===== src/rtl/ring_fir_filter_95_taps_top_macros.svh =====
// Assertion macros for the ring FIR filter RTL.
// Included by modules that carry concurrent assertions; expects clk_i and rst_ni in scope.
`ifndef RING_FIR_FILTER_95_TAPS_TOP_MACROS_SVH
`define RING_FIR_FILTER_95_TAPS_TOP_MACROS_SVH

`ifndef ASSERT_OFF
// plain property checked on every clock edge outside reset
`define RFF_ASSERT(lbl, prop, msg) \
  lbl: assert property (@(posedge clk_i) disable iff (!rst_ni) (prop)) else $error(msg);
// same-cycle implication
`define RFF_ASSERT_IMP(lbl, ante, cons, msg) \
  lbl: assert property (@(posedge clk_i) disable iff (!rst_ni) (ante) |-> (cons)) \
    else $error(msg);
// next-cycle implication
`define RFF_ASSERT_NEXT(lbl, ante, cons, msg) \
  lbl: assert property (@(posedge clk_i) disable iff (!rst_ni) (ante) |=> (cons)) \
    else $error(msg);
`else
`define RFF_ASSERT(lbl, prop, msg)
`define RFF_ASSERT_IMP(lbl, ante, cons, msg)
`define RFF_ASSERT_NEXT(lbl, ante, cons, msg)
`endif

`endif


===== src/rtl/rff_pkg.sv =====
// Shared types and constants for the ring FIR filter.
// No dependencies; imported by rff_mac, ring_fir_filter_95_taps_top and the testbench.
package rff_pkg;

  localparam int MAX_TAPS   = 95;
  localparam int MIN_TAPS   = 2;
  localparam int HIST_DEPTH = MAX_TAPS - 1;
  localparam int TAP_W      = 7;
  localparam int SAMPLE_W   = 16;
  localparam int COEFF_W    = 16;
  localparam int ACC_W      = 32;
  localparam int PROD_W     = SAMPLE_W + COEFF_W;
  localparam int COEFF_AW   = $clog2(MAX_TAPS);
  localparam int HIST_AW    = $clog2(HIST_DEPTH);

  typedef enum logic [1:0] {
    OP_FILTER  = 2'd0,
    OP_LOAD    = 2'd1,
    OP_RESTART = 2'd2,
    OP_CLEAR   = 2'd3
  } op_e;

  typedef enum logic [1:0] {
    ST_IDLE,
    ST_CALC,
    ST_DONE
  } state_e;

  // control into the multiply-accumulate unit
  typedef struct packed {
    logic start;
    logic valid;
    logic last;
  } mac_ctrl_t;

endpackage


===== src/rtl/rff_ram.sv =====
// Generic single-write, single-read RAM with registered read data.
// No dependencies; used for the coefficient store and the history ring.
module rff_ram #(
  parameter int WIDTH = 16,
  parameter int DEPTH = 95
) (
  input  logic                     clk_i,
  input  logic                     we_i,
  input  logic [$clog2(DEPTH)-1:0] waddr_i,
  input  logic [WIDTH-1:0]         wdata_i,
  input  logic [$clog2(DEPTH)-1:0] raddr_i,
  output logic [WIDTH-1:0]         rdata_o
);

  logic [WIDTH-1:0] mem_q [DEPTH];
  logic [WIDTH-1:0] rdata_q;

  // write port and registered read port
  always_ff @(posedge clk_i) begin
    if (we_i) begin
      mem_q[waddr_i] <= wdata_i;
    end
    rdata_q <= mem_q[raddr_i];
  end

  assign rdata_o = rdata_q;

endmodule


===== src/rtl/rff_mac.sv =====
// Shared multiply-accumulate unit: one product per cycle, negated scaled accumulation.
// Depends on rff_pkg.
module rff_mac (
  input  logic                                   clk_i,
  input  logic                                   rst_ni,
  input  rff_pkg::mac_ctrl_t                     ctrl_i,
  input  logic signed [rff_pkg::COEFF_W-1:0]     coeff_i,
  input  logic signed [rff_pkg::SAMPLE_W-1:0]    samp_i,
  output logic [rff_pkg::ACC_W-1:0]              acc_o,
  output logic                                   done_o
);
  import rff_pkg::*;

  logic signed [PROD_W-1:0] prod_q;
  logic                     p_valid_q;
  logic                     p_last_q;
  logic [ACC_W-1:0]         acc_q;
  logic                     done_q;
  logic [ACC_W-1:0]         scaled;

  // product scaled by four, wrapping to the accumulator width
  assign scaled = ACC_W'({prod_q[PROD_W-3:0], 2'b00});

  // product register, no reset on payload
  always_ff @(posedge clk_i) begin
    prod_q <= coeff_i * samp_i;
  end

  // product valid tracking and accumulator
  always_ff @(posedge clk_i or negedge rst_ni) begin
    if (!rst_ni) begin
      p_valid_q <= 1'b0;
      p_last_q  <= 1'b0;
      acc_q     <= '0;
      done_q    <= 1'b0;
    end else begin
      p_valid_q <= ctrl_i.valid;
      p_last_q  <= ctrl_i.valid & ctrl_i.last;
      done_q    <= p_valid_q & p_last_q;
      if (ctrl_i.start) begin
        acc_q <= '0;
      end else if (p_valid_q) begin
        acc_q <= acc_q - scaled;
      end
    end
  end

  assign acc_o  = acc_q;
  assign done_o = done_q;

endmodule


===== src/rtl/ring_fir_filter_95_taps_top.sv =====
// Top level of the ring FIR filter: sequencer, coefficient and history stores, result register.
// Depends on rff_pkg, rff_ram, rff_mac and ring_fir_filter_95_taps_top_macros.svh.
//
// Usage:
//   Input channel (in_valid_i / in_stall_o) carries one request: operation_i selects
//   filter sample, load coefficient, restart ring position or clear history.
//   Output channel (out_valid_o / out_stall_i) returns filtered_o, one per filter request.
//   Config channel (cfg_valid_i / cfg_ready_o) writes the tap count; write it only while idle.
// Timing:
//   Load, restart and clear requests give no result and leave the block idle.
//   A filter request walks all taps through one shared multiplier, one tap per cycle:
//   the result register loads at the end of the walk (taps clamped to 2..95) and the
//   next request is taken once the block is back in idle, so a new filter request is
//   not taken while one is still being worked.
//   in_stall_o stays high for the whole walk.
// Reset:
//   Coefficients and history read as zero, ring position zero, tap count 95.
//   Per-entry valid bits make both stores read zero until written, so no clear pass.
// Backpressure:
//   A finished result waits in the output register while out_stall_i is high; a second
//   filter request may run meanwhile and holds at its end until the register frees.
module ring_fir_filter_95_taps_top (
  input  logic                                  clk_i,
  input  logic                                  rst_ni,
  // input requests
  input  logic                                  in_valid_i,
  output logic                                  in_stall_o,
  input  logic [1:0]                            operation_i,
  input  logic signed [rff_pkg::SAMPLE_W-1:0]   sample_i,
  input  logic [rff_pkg::TAP_W-1:0]             coeff_index_i,
  input  logic signed [rff_pkg::COEFF_W-1:0]    coeff_value_i,
  // results
  output logic                                  out_valid_o,
  input  logic                                  out_stall_i,
  output logic signed [rff_pkg::ACC_W-1:0]      filtered_o,
  // tap count register
  input  logic                                  cfg_valid_i,
  output logic                                  cfg_ready_o,
  input  logic [rff_pkg::TAP_W-1:0]             cfg_num_taps_i
);
  import rff_pkg::*;

  state_e               state_q, state_d;
  logic [TAP_W-1:0]     tap_cfg_q;
  logic [TAP_W-1:0]     taps_eff;
  logic [TAP_W-1:0]     hist_len;
  logic [TAP_W-1:0]     hist_len_q, hist_len_d;
  logic [HIST_AW-1:0]   ring_pos_q, ring_pos_d;
  logic [HIST_AW-1:0]   start_q, start_d;
  logic [HIST_AW-1:0]   pos_q, pos_d;
  logic [COEFF_AW-1:0]  k_q, k_d;
  logic                 issuing_q, issuing_d;
  logic signed [SAMPLE_W-1:0] sample_q, sample_d;
  logic [MAX_TAPS-1:0]  coeff_vld_q, coeff_vld_d;
  logic [HIST_DEPTH-1:0] hist_vld_q, hist_vld_d;
  logic                 out_valid_q, out_valid_d;
  logic [ACC_W-1:0]     filtered_q, filtered_d;
  logic                 s1_valid_q, s1_last_q;
  logic                 coeff_ok_q, hist_ok_q;
  logic                 accept;
  logic                 last_issue;
  logic [HIST_AW:0]     pos_inc;
  logic [HIST_AW:0]     start_inc;
  logic                 coeff_we;
  logic                 hist_we;
  logic [COEFF_W-1:0]   coeff_rd;
  logic [SAMPLE_W-1:0]  hist_rd;
  logic signed [COEFF_W-1:0]  mac_coeff;
  logic signed [SAMPLE_W-1:0] mac_samp;
  mac_ctrl_t            mac_ctrl;
  logic [ACC_W-1:0]     mac_acc;
  logic                 mac_done;

  // effective tap count and history length
  always_comb begin
    if (tap_cfg_q < TAP_W'(MIN_TAPS)) begin
      taps_eff = TAP_W'(MIN_TAPS);
    end else if (tap_cfg_q > TAP_W'(MAX_TAPS)) begin
      taps_eff = TAP_W'(MAX_TAPS);
    end else begin
      taps_eff = tap_cfg_q;
    end
  end
  assign hist_len = taps_eff - TAP_W'(1);

  assign accept      = in_valid_i & ~in_stall_o;
  assign in_stall_o  = (state_q != ST_IDLE);
  assign last_issue  = issuing_q & (k_q == COEFF_AW'(hist_len_q));
  assign pos_inc     = {1'b0, pos_q} + (HIST_AW+1)'(1);
  assign start_inc   = {1'b0, start_q} + (HIST_AW+1)'(1);
  assign coeff_we    = accept & (op_e'(operation_i) == OP_LOAD) &
                       (coeff_index_i < TAP_W'(MAX_TAPS));

  // tap count register
  assign cfg_ready_o = 1'b1;
  always_ff @(posedge clk_i or negedge rst_ni) begin
    if (!rst_ni) begin
      tap_cfg_q <= TAP_W'(MAX_TAPS);
    end else if (cfg_valid_i && cfg_ready_o) begin
      tap_cfg_q <= cfg_num_taps_i;
    end
  end

  // sequencer next state and datapath control
  always_comb begin
    state_d     = state_q;
    hist_len_d  = hist_len_q;
    ring_pos_d  = ring_pos_q;
    start_d     = start_q;
    pos_d       = pos_q;
    k_d         = k_q;
    issuing_d   = issuing_q;
    sample_d    = sample_q;
    coeff_vld_d = coeff_vld_q;
    hist_vld_d  = hist_vld_q;
    out_valid_d = out_valid_q & out_stall_i;
    filtered_d  = filtered_q;
    hist_we     = 1'b0;
    mac_ctrl    = '0;
    case (state_q)
      ST_IDLE: begin
        if (accept) begin
          case (op_e'(operation_i))
            OP_FILTER: begin
              sample_d   = sample_i;
              hist_len_d = hist_len;
              if (TAP_W'(ring_pos_q) >= hist_len) begin
                start_d = '0;
                pos_d   = '0;
              end else begin
                start_d = ring_pos_q;
                pos_d   = ring_pos_q;
              end
              k_d            = '0;
              issuing_d      = 1'b1;
              mac_ctrl.start = 1'b1;
              state_d        = ST_CALC;
            end
            OP_LOAD: begin
              if (coeff_we) begin
                coeff_vld_d[coeff_index_i] = 1'b1;
              end
            end
            OP_RESTART: begin
              ring_pos_d = '0;
            end
            OP_CLEAR: begin
              ring_pos_d = '0;
              hist_vld_d = '0;
            end
            default: begin
              ring_pos_d = ring_pos_q;
            end
          endcase
        end
      end
      ST_CALC: begin
        // one tap per cycle: coefficient k against ring entry pos
        if (issuing_q) begin
          k_d = k_q + COEFF_AW'(1);
          if (TAP_W'(pos_inc) >= hist_len_q) begin
            pos_d = '0;
          end else begin
            pos_d = HIST_AW'(pos_inc);
          end
          if (last_issue) begin
            issuing_d = 1'b0;
          end
        end
        mac_ctrl.valid = s1_valid_q;
        mac_ctrl.last  = s1_last_q;
        if (mac_done) begin
          state_d = ST_DONE;
        end
      end
      ST_DONE: begin
        // deliver once the result register is free, storing the sample at the same time
        if (!out_valid_q || !out_stall_i) begin
          out_valid_d = 1'b1;
          filtered_d  = mac_acc;
          hist_we     = 1'b1;
          hist_vld_d[start_q] = 1'b1;
          if (TAP_W'(start_inc) >= hist_len_q) begin
            ring_pos_d = '0;
          end else begin
            ring_pos_d = HIST_AW'(start_inc);
          end
          state_d = ST_IDLE;
        end
      end
      default: begin
        state_d = ST_IDLE;
      end
    endcase
  end

  // control registers
  always_ff @(posedge clk_i or negedge rst_ni) begin
    if (!rst_ni) begin
      state_q     <= ST_IDLE;
      ring_pos_q  <= '0;
      issuing_q   <= 1'b0;
      coeff_vld_q <= '0;
      hist_vld_q  <= '0;
      out_valid_q <= 1'b0;
      s1_valid_q  <= 1'b0;
      s1_last_q   <= 1'b0;
      hist_len_q  <= '0;
      start_q     <= '0;
      pos_q       <= '0;
      k_q         <= '0;
    end else begin
      state_q     <= state_d;
      ring_pos_q  <= ring_pos_d;
      issuing_q   <= issuing_d;
      coeff_vld_q <= coeff_vld_d;
      hist_vld_q  <= hist_vld_d;
      out_valid_q <= out_valid_d;
      s1_valid_q  <= issuing_q;
      s1_last_q   <= last_issue;
      hist_len_q  <= hist_len_d;
      start_q     <= start_d;
      pos_q       <= pos_d;
      k_q         <= k_d;
    end
  end

  // payload registers: sample, read-valid flags, result
  always_ff @(posedge clk_i) begin
    sample_q   <= sample_d;
    filtered_q <= filtered_d;
    coeff_ok_q <= coeff_vld_q[k_q];
    hist_ok_q  <= hist_vld_q[pos_q];
  end

  // coefficient store
  rff_ram #(
    .WIDTH(COEFF_W),
    .DEPTH(MAX_TAPS)
  ) u_coeff_ram (
    .clk_i   (clk_i),
    .we_i    (coeff_we),
    .waddr_i (COEFF_AW'(coeff_index_i)),
    .wdata_i (coeff_value_i),
    .raddr_i (k_q),
    .rdata_o (coeff_rd)
  );

  // history ring
  rff_ram #(
    .WIDTH(SAMPLE_W),
    .DEPTH(HIST_DEPTH)
  ) u_hist_ram (
    .clk_i   (clk_i),
    .we_i    (hist_we),
    .waddr_i (start_q),
    .wdata_i (sample_q),
    .raddr_i (pos_q),
    .rdata_o (hist_rd)
  );

  // operand select: unwritten entries read zero, last tap takes the new sample
  assign mac_coeff = coeff_ok_q ? coeff_rd : '0;
  assign mac_samp  = s1_last_q ? sample_q : (hist_ok_q ? hist_rd : '0);

  rff_mac u_mac (
    .clk_i   (clk_i),
    .rst_ni  (rst_ni),
    .ctrl_i  (mac_ctrl),
    .coeff_i (mac_coeff),
    .samp_i  (mac_samp),
    .acc_o   (mac_acc),
    .done_o  (mac_done)
  );

  assign out_valid_o = out_valid_q;
  assign filtered_o  = filtered_q;

  `include "ring_fir_filter_95_taps_top_macros.svh"

  `RFF_ASSERT_IMP(a_k_bound, issuing_q, k_q <= COEFF_AW'(hist_len_q), "tap index past history length")
  `RFF_ASSERT_IMP(a_pos_bound, issuing_q && !last_issue, TAP_W'(pos_q) < hist_len_q, "ring read past end")
  `RFF_ASSERT_IMP(a_done_calc, mac_done, (state_q == ST_CALC) && !issuing_q, "mac done while issuing")
  `RFF_ASSERT_NEXT(a_result_load, (state_q == ST_DONE) && (state_d == ST_IDLE), out_valid_o, "result not presented")
  `RFF_ASSERT_IMP(a_hist_len, state_q != ST_IDLE, (hist_len_q >= TAP_W'(1)) && (hist_len_q <= TAP_W'(HIST_DEPTH)), "bad history length")

endmodule


===== config.mk =====
export PLATFORM = sky130hd
export DESIGN_NAME = ring_fir_filter_95_taps_top
export DESIGN_NICKNAME = d
export VERILOG_FILES = /design/src/rtl/rff_pkg.sv /design/src/rtl/rff_ram.sv /design/src/rtl/rff_mac.sv /design/src/rtl/ring_fir_filter_95_taps_top.sv
export VERILOG_INCLUDE_DIRS = /design/src /design/src/rtl
export SDC_FILE = /design/constraint.sdc
export NUM_CORES = 2
export LEC_CHECK = 0
export BUFFER_PORTS_ARGS = -buffer_cell sky130_fd_sc_hd__buf_2
export CELL_PAD_IN_SITES_DETAIL_PLACEMENT = 1
export CELL_PAD_IN_SITES_GLOBAL_PLACEMENT = 2
export CORE_MARGIN = 3
export CORE_UTILIZATION = 49
export DETAILED_ROUTE_END_ITERATION = 8
export GPL_TIMING_DRIVEN = 1
export PLACE_DENSITY_LB_ADDON = 0.15
export SYNTH_ARGS = -nofsm -noshare
export SYNTH_HDL_FRONTEND = slang
export SYNTH_HIERARCHICAL = 1
export SYNTH_SLANG_ARGS = --single-unit

===== constraint.sdc =====
create_clock -name clk_i -period 10.65 [get_ports clk_i]
set_input_delay 0.5325 -clock clk_i [delete_from_list [all_inputs] [get_ports clk_i]]
set_output_delay 0.5325 -clock clk_i [all_outputs]
set_load 0.01 [all_outputs]

==> Yosys cells after proc, flatten, opt, wreduce, memory -nomap -nowiden <==
Memory sizes are Yosys's and may differ from the RTL's. A register that Yosys moved wholly into a read port is not among the register bits.
Cells that the tools add are included.
{ "op_classes": {"addsub": 5, "multipliers": 1, "n_lt_le_gt_ge": 12, "eq_ne": 13, "n_mux": 56, "bitwise_logic": 10, "reduce_logical": 20} }
{ "ops": {"columns": ["op", "n"], "rows": [
  ["94-bit 2-to-1 mux", 3],
  ["94-bit one-hot mux with 2 select lines", 1],
  ["7-bit 2-to-1 mux", 14],
  ["95-bit OR", 1],
  ["94-bit OR", 1],
  ["32-bit 2-to-1 mux", 2],
  ["16-bit 2-to-1 mux", 3],
  ["7-bit one-hot mux with 2 select lines", 3],
  ["7-bit by 8-bit less-than comparator with 1-bit output, second input constant", 4],
  ["32-bit subtractor", 1],
  ["16-bit by 16-bit multiplier with 30-bit output", 1],
  ["7-bit by 1-bit adder with 7-bit output, second input constant", 3],
  ["7-bit greater-or-equal comparator", 3],
  ["4-bit AND reduction", 5],
  ["1-bit 2-to-1 mux", 19],
  ["1-bit binary-select mux with 7-bit select", 2],
  ["1-bit demux with 7-bit select", 2],
  ["7-bit by 1-bit greater-or-equal comparator with 1-bit output, second input constant", 2],
  ["2-bit 2-to-1 mux", 5],
  ["2-bit != test, second input constant", 4],
  ["2-bit nonzero test", 4],
  ["1-bit bitwise AND", 7],
  ["7-bit equality test", 1],
  ["7-bit greater-than comparator, second input constant", 1],
  ["other kinds (16)", 25]
]} }
{ "word_totals": {"regBits": 352, "ram_bits": 3024, "inputBits": 53, "out_inout_bits": 35, "word_cells": 141, "mem_count": 2} }
{ "memory_table": {"columns": ["memory", "words", "word_bits", "read_ports", "rd_clocked_by_memory_dff", "wr", "line", "rtl"], "rows": [
  ["u_coeff_ram.mem_q", 95, 16, 1, 1, 1, "rff_ram.sv:15", "logic [WIDTH-1:0] mem_q [DEPTH];"],
  ["u_hist_ram.mem_q", 94, 16, 1, 1, 1, "rff_ram.sv:15", null]
]} }

==> Longest topological paths before layout <==
{ "logic_depth": {"depth_word": 9, "ltp_mapped": 29, "ltp_nobuf": 26} }

==> Modules after synthesis <==
Netlist, hierarchy kept.
{ "by_module_without_submodules": {"columns": ["module", "n_inst", "cells_each", "area_each_um2", "seq_area_each_um2"], "rows": [
  ["rff_ram (u_coeff_ram)", 1, 2713, 58961.5, 45964.1],
  ["rff_ram (u_hist_ram)", 1, 2655, 58437.3, 45483.6],
  ["ring_fir_filter_95_taps_top", 1, 1095, 13072.5, 7419.6],
  ["rff_mac", 1, 1430, 12902.4, 1426.4]
]} }

==> Least setup slack after synthesis <==
No wires, ideal clock.
{ "synth_timing": {"kind": "flip-flop to flip-flop", "start": "register sample_q[3]", "end": "register u_mac.prod_q[28]", "setup_time_ps": 123, "arrival_ps": 7424, "t_required_ps": 10527, "path_slack_ps": 3103, "path_stages_with_launch": 24, "path_buffers": 2, "synth_period_minus_slack_ps": 7547, "cell_sequence": "edfxtp_1 > a22o_1 > clkbuf_1 > nand2_1 > fa_1 > fa_1 > fa_1 > fa_1 > inv_1 > fa_1 > inv_1 > fa_1 > inv_1 > ha_1 > clkbuf_1 > a21o_1 > a21oi_1 > o21bai_1 > a22o_1 > a21oi_1 > nor2_1 > a2111oi_0 > a21oi_1 > xor2_1"} }
{ "synth_between": {"elab_chain_cells": 2} }
{ "synth_lines": {"columns": ["item", "line", "rtl"], "rows": [
  ["start: declaration", "ring_fir_filter_95_taps_top.sv:53", "logic signed [SAMPLE_W-1:0] sample_q, sample_d;"],
  ["start signal: assignment", "ring_fir_filter_95_taps_top.sv:230", "sample_q <= sample_d;"],
  ["16-bit 2-to-1 mux", "ring_fir_filter_95_taps_top.sv:264", "assign mac_samp = s1_last_q ? sample_q : (hist_ok_q ? hist_rd : '0);"],
  ["via mac_samp[3]", "ring_fir_filter_95_taps_top.sv:69", "logic signed [SAMPLE_W-1:0] mac_samp;"],
  ["16-bit by 16-bit multiplier with 30-bit output", "rff_mac.sv:26", "prod_q <= coeff_i * samp_i;"],
  ["end signal: assignment", "rff_mac.sv:26", null],
  ["end: declaration", "rff_mac.sv:14", "logic signed [PROD_W-1:0] prod_q;"]
]} }
The timed path passes the listed nets, and every way through them passes these cells.
A chain may end at the register's enable or synchronous reset.

==> Final worst setup path <==
{ "layout_timing": {"start": "register s1_last_q", "end": "register u_mac.prod_q[28]"} }
{ "layout_between": {"elab_chain_cells": 2} }
{ "layout_lines": {"columns": ["item", "line", "rtl"], "rows": [
  ["start: declaration", "ring_fir_filter_95_taps_top.sv:58", "logic s1_valid_q, s1_last_q;"],
  ["start signal: assignment", "ring_fir_filter_95_taps_top.sv:220", "s1_last_q <= last_issue;"],
  ["16-bit 2-to-1 mux", "ring_fir_filter_95_taps_top.sv:264", null],
  ["via mac_samp[2]", "ring_fir_filter_95_taps_top.sv:69", null],
  ["16-bit by 16-bit multiplier with 30-bit output", "rff_mac.sv:26", null]
]} }
The timed path passes the listed nets, and every way through them passes these cells.

==> summary by stage <==
Run status
The flow ran to the end, and the final reports show no timing, DRC or antenna violations.

Setup path
In this design, the stage delay of the slowest critical-path cell is 860 ps. The capturing element type of the critical path is a flop. In this run the worst path has a maximum fanout of 19.

The slowest stage of the critical path is the sky130_fd_sc_hd__nor2b_1 cell. The most prevalent standard cell on the critical path is sky130_fd_sc_hd__fa_1. The kind of launch point of the worst setup path is a flop.

The arrival time reported for the critical path endpoint is 9050 ps. The class of the most critical setup path is reg -> reg. The critical path contains buffers and inverters numbering 5 combined. The data required time of the critical path is 11430 ps.

Walking the worst path, the cells encountered are nor2b_1 -> a22o_1 -> nand2_1 -> inv_1 -> fa_1 -> inv_1 -> fa_1 -> inv_1 -> fa_1 -> fa_1 -> fa_1 -> inv_1 -> fa_1 -> inv_1 -> ha_1 -> a21oi_1 -> o21ai_0 -> a21oi_1 -> nor2_1 -> a2111oi_0 -> a21oi_1 -> xor2_1. The category of cells accounting for the largest share of critical-path delay is adder cells.

Global route
Entering global routing, the biggest net connects 106 pins. The number of antenna violations at the first check in global routing is 15. The first-pass GRT wire length is 580 mm.

For this run the aggregate overflow at the end of global routing stands at 0. The number of global-route vias before repair is 80700. The global router's overall resource usage is 0.265.

STA
Dividing the final minimum period by the clock period gives 0.776. The transition time at the pin with the least slew margin is 1250 ps. The routed design could run at a clock period as short as 8270 ps. The number of failing setup endpoints in the final timing report is 0. Based on the critical path, the design can be clocked at up to 121 MHz.

Adding up every negative setup slack in the final design gives 0 ps. The worst slack on hold paths is 93.8 ps. For the final database, setup skew stands at 81.4 ps. The total count of hold-check failures in the final report is 0. Headroom to the max-slew limit came out at 0.166. The total count of max-transition violations in the final report is 0. Setup repair after global routing left no endpoint under its margin.

Final layout
The finished cells cover 161000 um2. From synthesis to final layout, the design area changed by 12.5%. The finished layout holds 12500 standard cells, fillers aside.

For this run, the share of the core covered by cells in the final layout is 0.557. After the last flow step, the layout net total stands at 8734. The share of post-route cells with drive strength above 1 is 0.211.

Yosys
After synthesis, the mean cell area works out to 18.2 um2. During synthesis, Yosys emitted a total of 6 warnings. The share of synthesized area in the top cell type comes to 0.643. By count the netlist is led by 3072 x sky130_fd_sc_hd__edfxtp_1, 752 x sky130_fd_sc_hd__mux4_2, 433 x sky130_fd_sc_hd__nor2_1, 423 x sky130_fd_sc_hd__nand2_1, 369 x sky130_fd_sc_hd__inv_1. The cell area that synthesis handed to floorplanning was 143000 um2. The number of different library cells in the post-synthesis netlist is 94. Synthesis inferred 3406 register bits. The async set or reset register ratio after synthesis is 0.0793.

The most common cell in the synthesized netlist is sky130_fd_sc_hd__edfxtp_1. The synthesized netlist cell count is 7893. For this run, the leading register cell type out of synthesis is sky130_fd_sc_hd__edfxtp_1. The largest area contributor in the synthesized netlist is sky130_fd_sc_hd__edfxtp_1. The share of the Yosys chip area taken by registers is 0.700. The number of flops mapped to enable cells by yosys is 3072. Ranked by total cell area, the synthesized netlist is headed by sky130_fd_sc_hd__edfxtp_1 64%, sky130_fd_sc_hd__mux4_2 12%, sky130_fd_sc_hd__dfrtp_1 4.6%.

Clock network
The root buffer selected by CTS is sky130_fd_sc_hd__clkbuf_16. Clock-pin slew was measured on the worst setup and hold paths at 60 ps. The latest clock arrival within the worst-skew pair is 930 ps.

The number of clock sinks is 3406. TritonCTS created 359 clock buffers. The TritonCTS clock tree is done. The number of buffers between clock root and the deepest sink is 4. The H-tree was split into 5 levels. Post-CTS repair changed the size of 0 cells.

Placement
Once placement finished, the instance area stood at 149000 um2. Once placement completed, the tool counted placed cells totaling 11800. In this run the tool buffered the top-level ports with 86 buffer cells. The routability congestion estimate from global placement is 0.842. Summed over all nets, the half-perimeter wirelength after detailed placement is 243 mm.

Die
The die is 547 um wide. The initial utilization of the core area, before any placement, comes to 0.495. The boundary pin count is 88.

The die covers 299000 um2. In this run the vertical extent of the chip is 547 um. The core area is 290000 um2. In this run the core area contains 197 standard-cell rows.

Drt
The remaining design rule violation count is 0. The wire length per cell after detailed routing is 31.6 um. The count of antenna-violating nets left after detailed routing is 0. The first detailed-routing pass took 5 iterations. The number of vias after detailed routing is 76600. The detail-routed via count per cell is 6.14. For this block, the routed nets add up to 395 mm of wire. The detailed router finished its first iteration with 8317 violations.

Power
In this run the power density over the cells is 244 nW/um2. The maximum VDD drop is 169 uV. In this run the static leakage power is 54.9 nW.

Hold path
The class of the most critical hold timing path is in -> reg.

Flow run
The number of max-cap violations is 0.
path summary, 6_finish.rpt:
check / start / end / slack (ps) / depth (start not counted)
max in group asynchronous: rst_ni / hist_vld_q[85]$_DFFE_PN0P_ / 7940 / 4
min in group asynchronous: rst_ni / coeff_vld_q[75]$_DFFE_PN0P_ / 390 / 2
worst min register to register: coeff_vld_q[66]$_DFFE_PN0P_ / coeff_vld_q[66]$_DFFE_PN0P_ / 470 / 1
worst max-delay path: s1_last_q$_DFF_PN0_ / u_mac/prod_q[28]$_DFF_P_ / 2380 / 22
worst max register to register: s1_last_q$_DFF_PN0_ / u_mac/prod_q[28]$_DFF_P_ / 2380 / 22
worst min-delay path: coeff_value_i[0] / u_coeff_ram/mem_q[60][0]$_DFFE_PP_ / 90 / 1
per-layer routing:
layer | global-route usage | part of all wire | up-vias | wire [um]
met5 | 0 | 0.00011 | - | 43
met2 | 0.423 | 0.48 | 2976 | 189000
met4 | 0.0772 | 0.031 | 6 | 12300
li1 | - | - | 31600 | -
met1 | 0.385 | 0.42 | 41500 | 166000
met3 | 0.0344 | 0.070 | 557 | 27500
per-stage QoR:
stage                     power (mW)  setup slack, ps
after floorplan                 23.5             3100
after global placement          27.1             2460
after detailed placement        27.3             2300
after CTS                       39.8             2320
after global routing            41.2             1680
final                           39.4             2380
power by group:
| group | internal (mW) | switching, mW |
|---|---|---|
| clock network | 7.22 | 5.26 |
| logic | 4.64 | 6.98 |
| registers | 14.8 | 0.434 |
kinds of logic (layout without fill, tap and decap cells):
family | after synthesis | in the layout | share of synthesized area
mux | 1040 | 1040 | 0.140
other cells | 2 | 10 | 0.0000524
fa+ha+maj | 382 | 382 | 0.0464
compound gates | 826 | 826 | 0.0385
buf+inv | 769 | 1473 | 0.0255
flops | 3406 | 3406 | 0.700
simple gates | 1383 | 1383 | 0.0444
xor+xnor | 85 | 85 | 0.00519
timing repair:
action	CTS	global route
setup endpoints to repair	0	0
hold endpoints to repair	134	0
setup buffers	0	0
hold buffers	33	0
area by class of cell:
cell class / count / area, um2
Inverter: 372 / 1400
Timing Repair Buffer: 441 / 3320
Antenna cell: 7 / 17.5
Fill cell: 25700 / 128000
Tap cell: 3880 / 4850
Sequential cell: 3406 / 100000
Clock buffer: 445 / 9500
Multi-Input combinational cell: 3719 / 39600
Clock inverter: 215 / 2250
flip-flops by register name (all words and copies together), names as in the netlist, 2 cells and up:
signal	cells
u_coeff_ram/mem_q	1520
u_hist_ram/mem_q	1504
coeff_vld_q	95
hist_vld_q	94
filtered_o	32
u_mac/acc_o	30
u_mac/prod_q	30
sample_q	16
u_coeff_ram/rdata_o	16
u_hist_ram/rdata_o	16
hist_len_q	7
k_q	7
pos_q	7
ring_pos_q	7
start_q	7
tap_cfg_q	7
state_q	2
cell usage in the layout, fill, tap and decap left out, types with 71 or more instances in the layout:
cell type and n:
sky130_fd_sc_hd__mux4_2 752, sky130_fd_sc_hd__a21oi_1 221, sky130_fd_sc_hd__buf_4 331, sky130_fd_sc_hd__o21bai_1 106, sky130_fd_sc_hd__edfxtp_1 3072, sky130_fd_sc_hd__ha_1 133, sky130_fd_sc_hd__nand2_1 423, sky130_fd_sc_hd__clkinv_1 75
sky130_fd_sc_hd__clkbuf_1 71, sky130_fd_sc_hd__and2_1 144, sky130_fd_sc_hd__o21ai_0 89, sky130_fd_sc_hd__clkbuf_16 363, sky130_fd_sc_hd__nor2_1 409, sky130_fd_sc_hd__nand3_1 128, sky130_fd_sc_hd__fa_1 249, sky130_fd_sc_hd__inv_1 368
sky130_fd_sc_hd__dfrtp_1 253, sky130_fd_sc_hd__mux2i_1 227
Power figures use the tool's default switching activity.
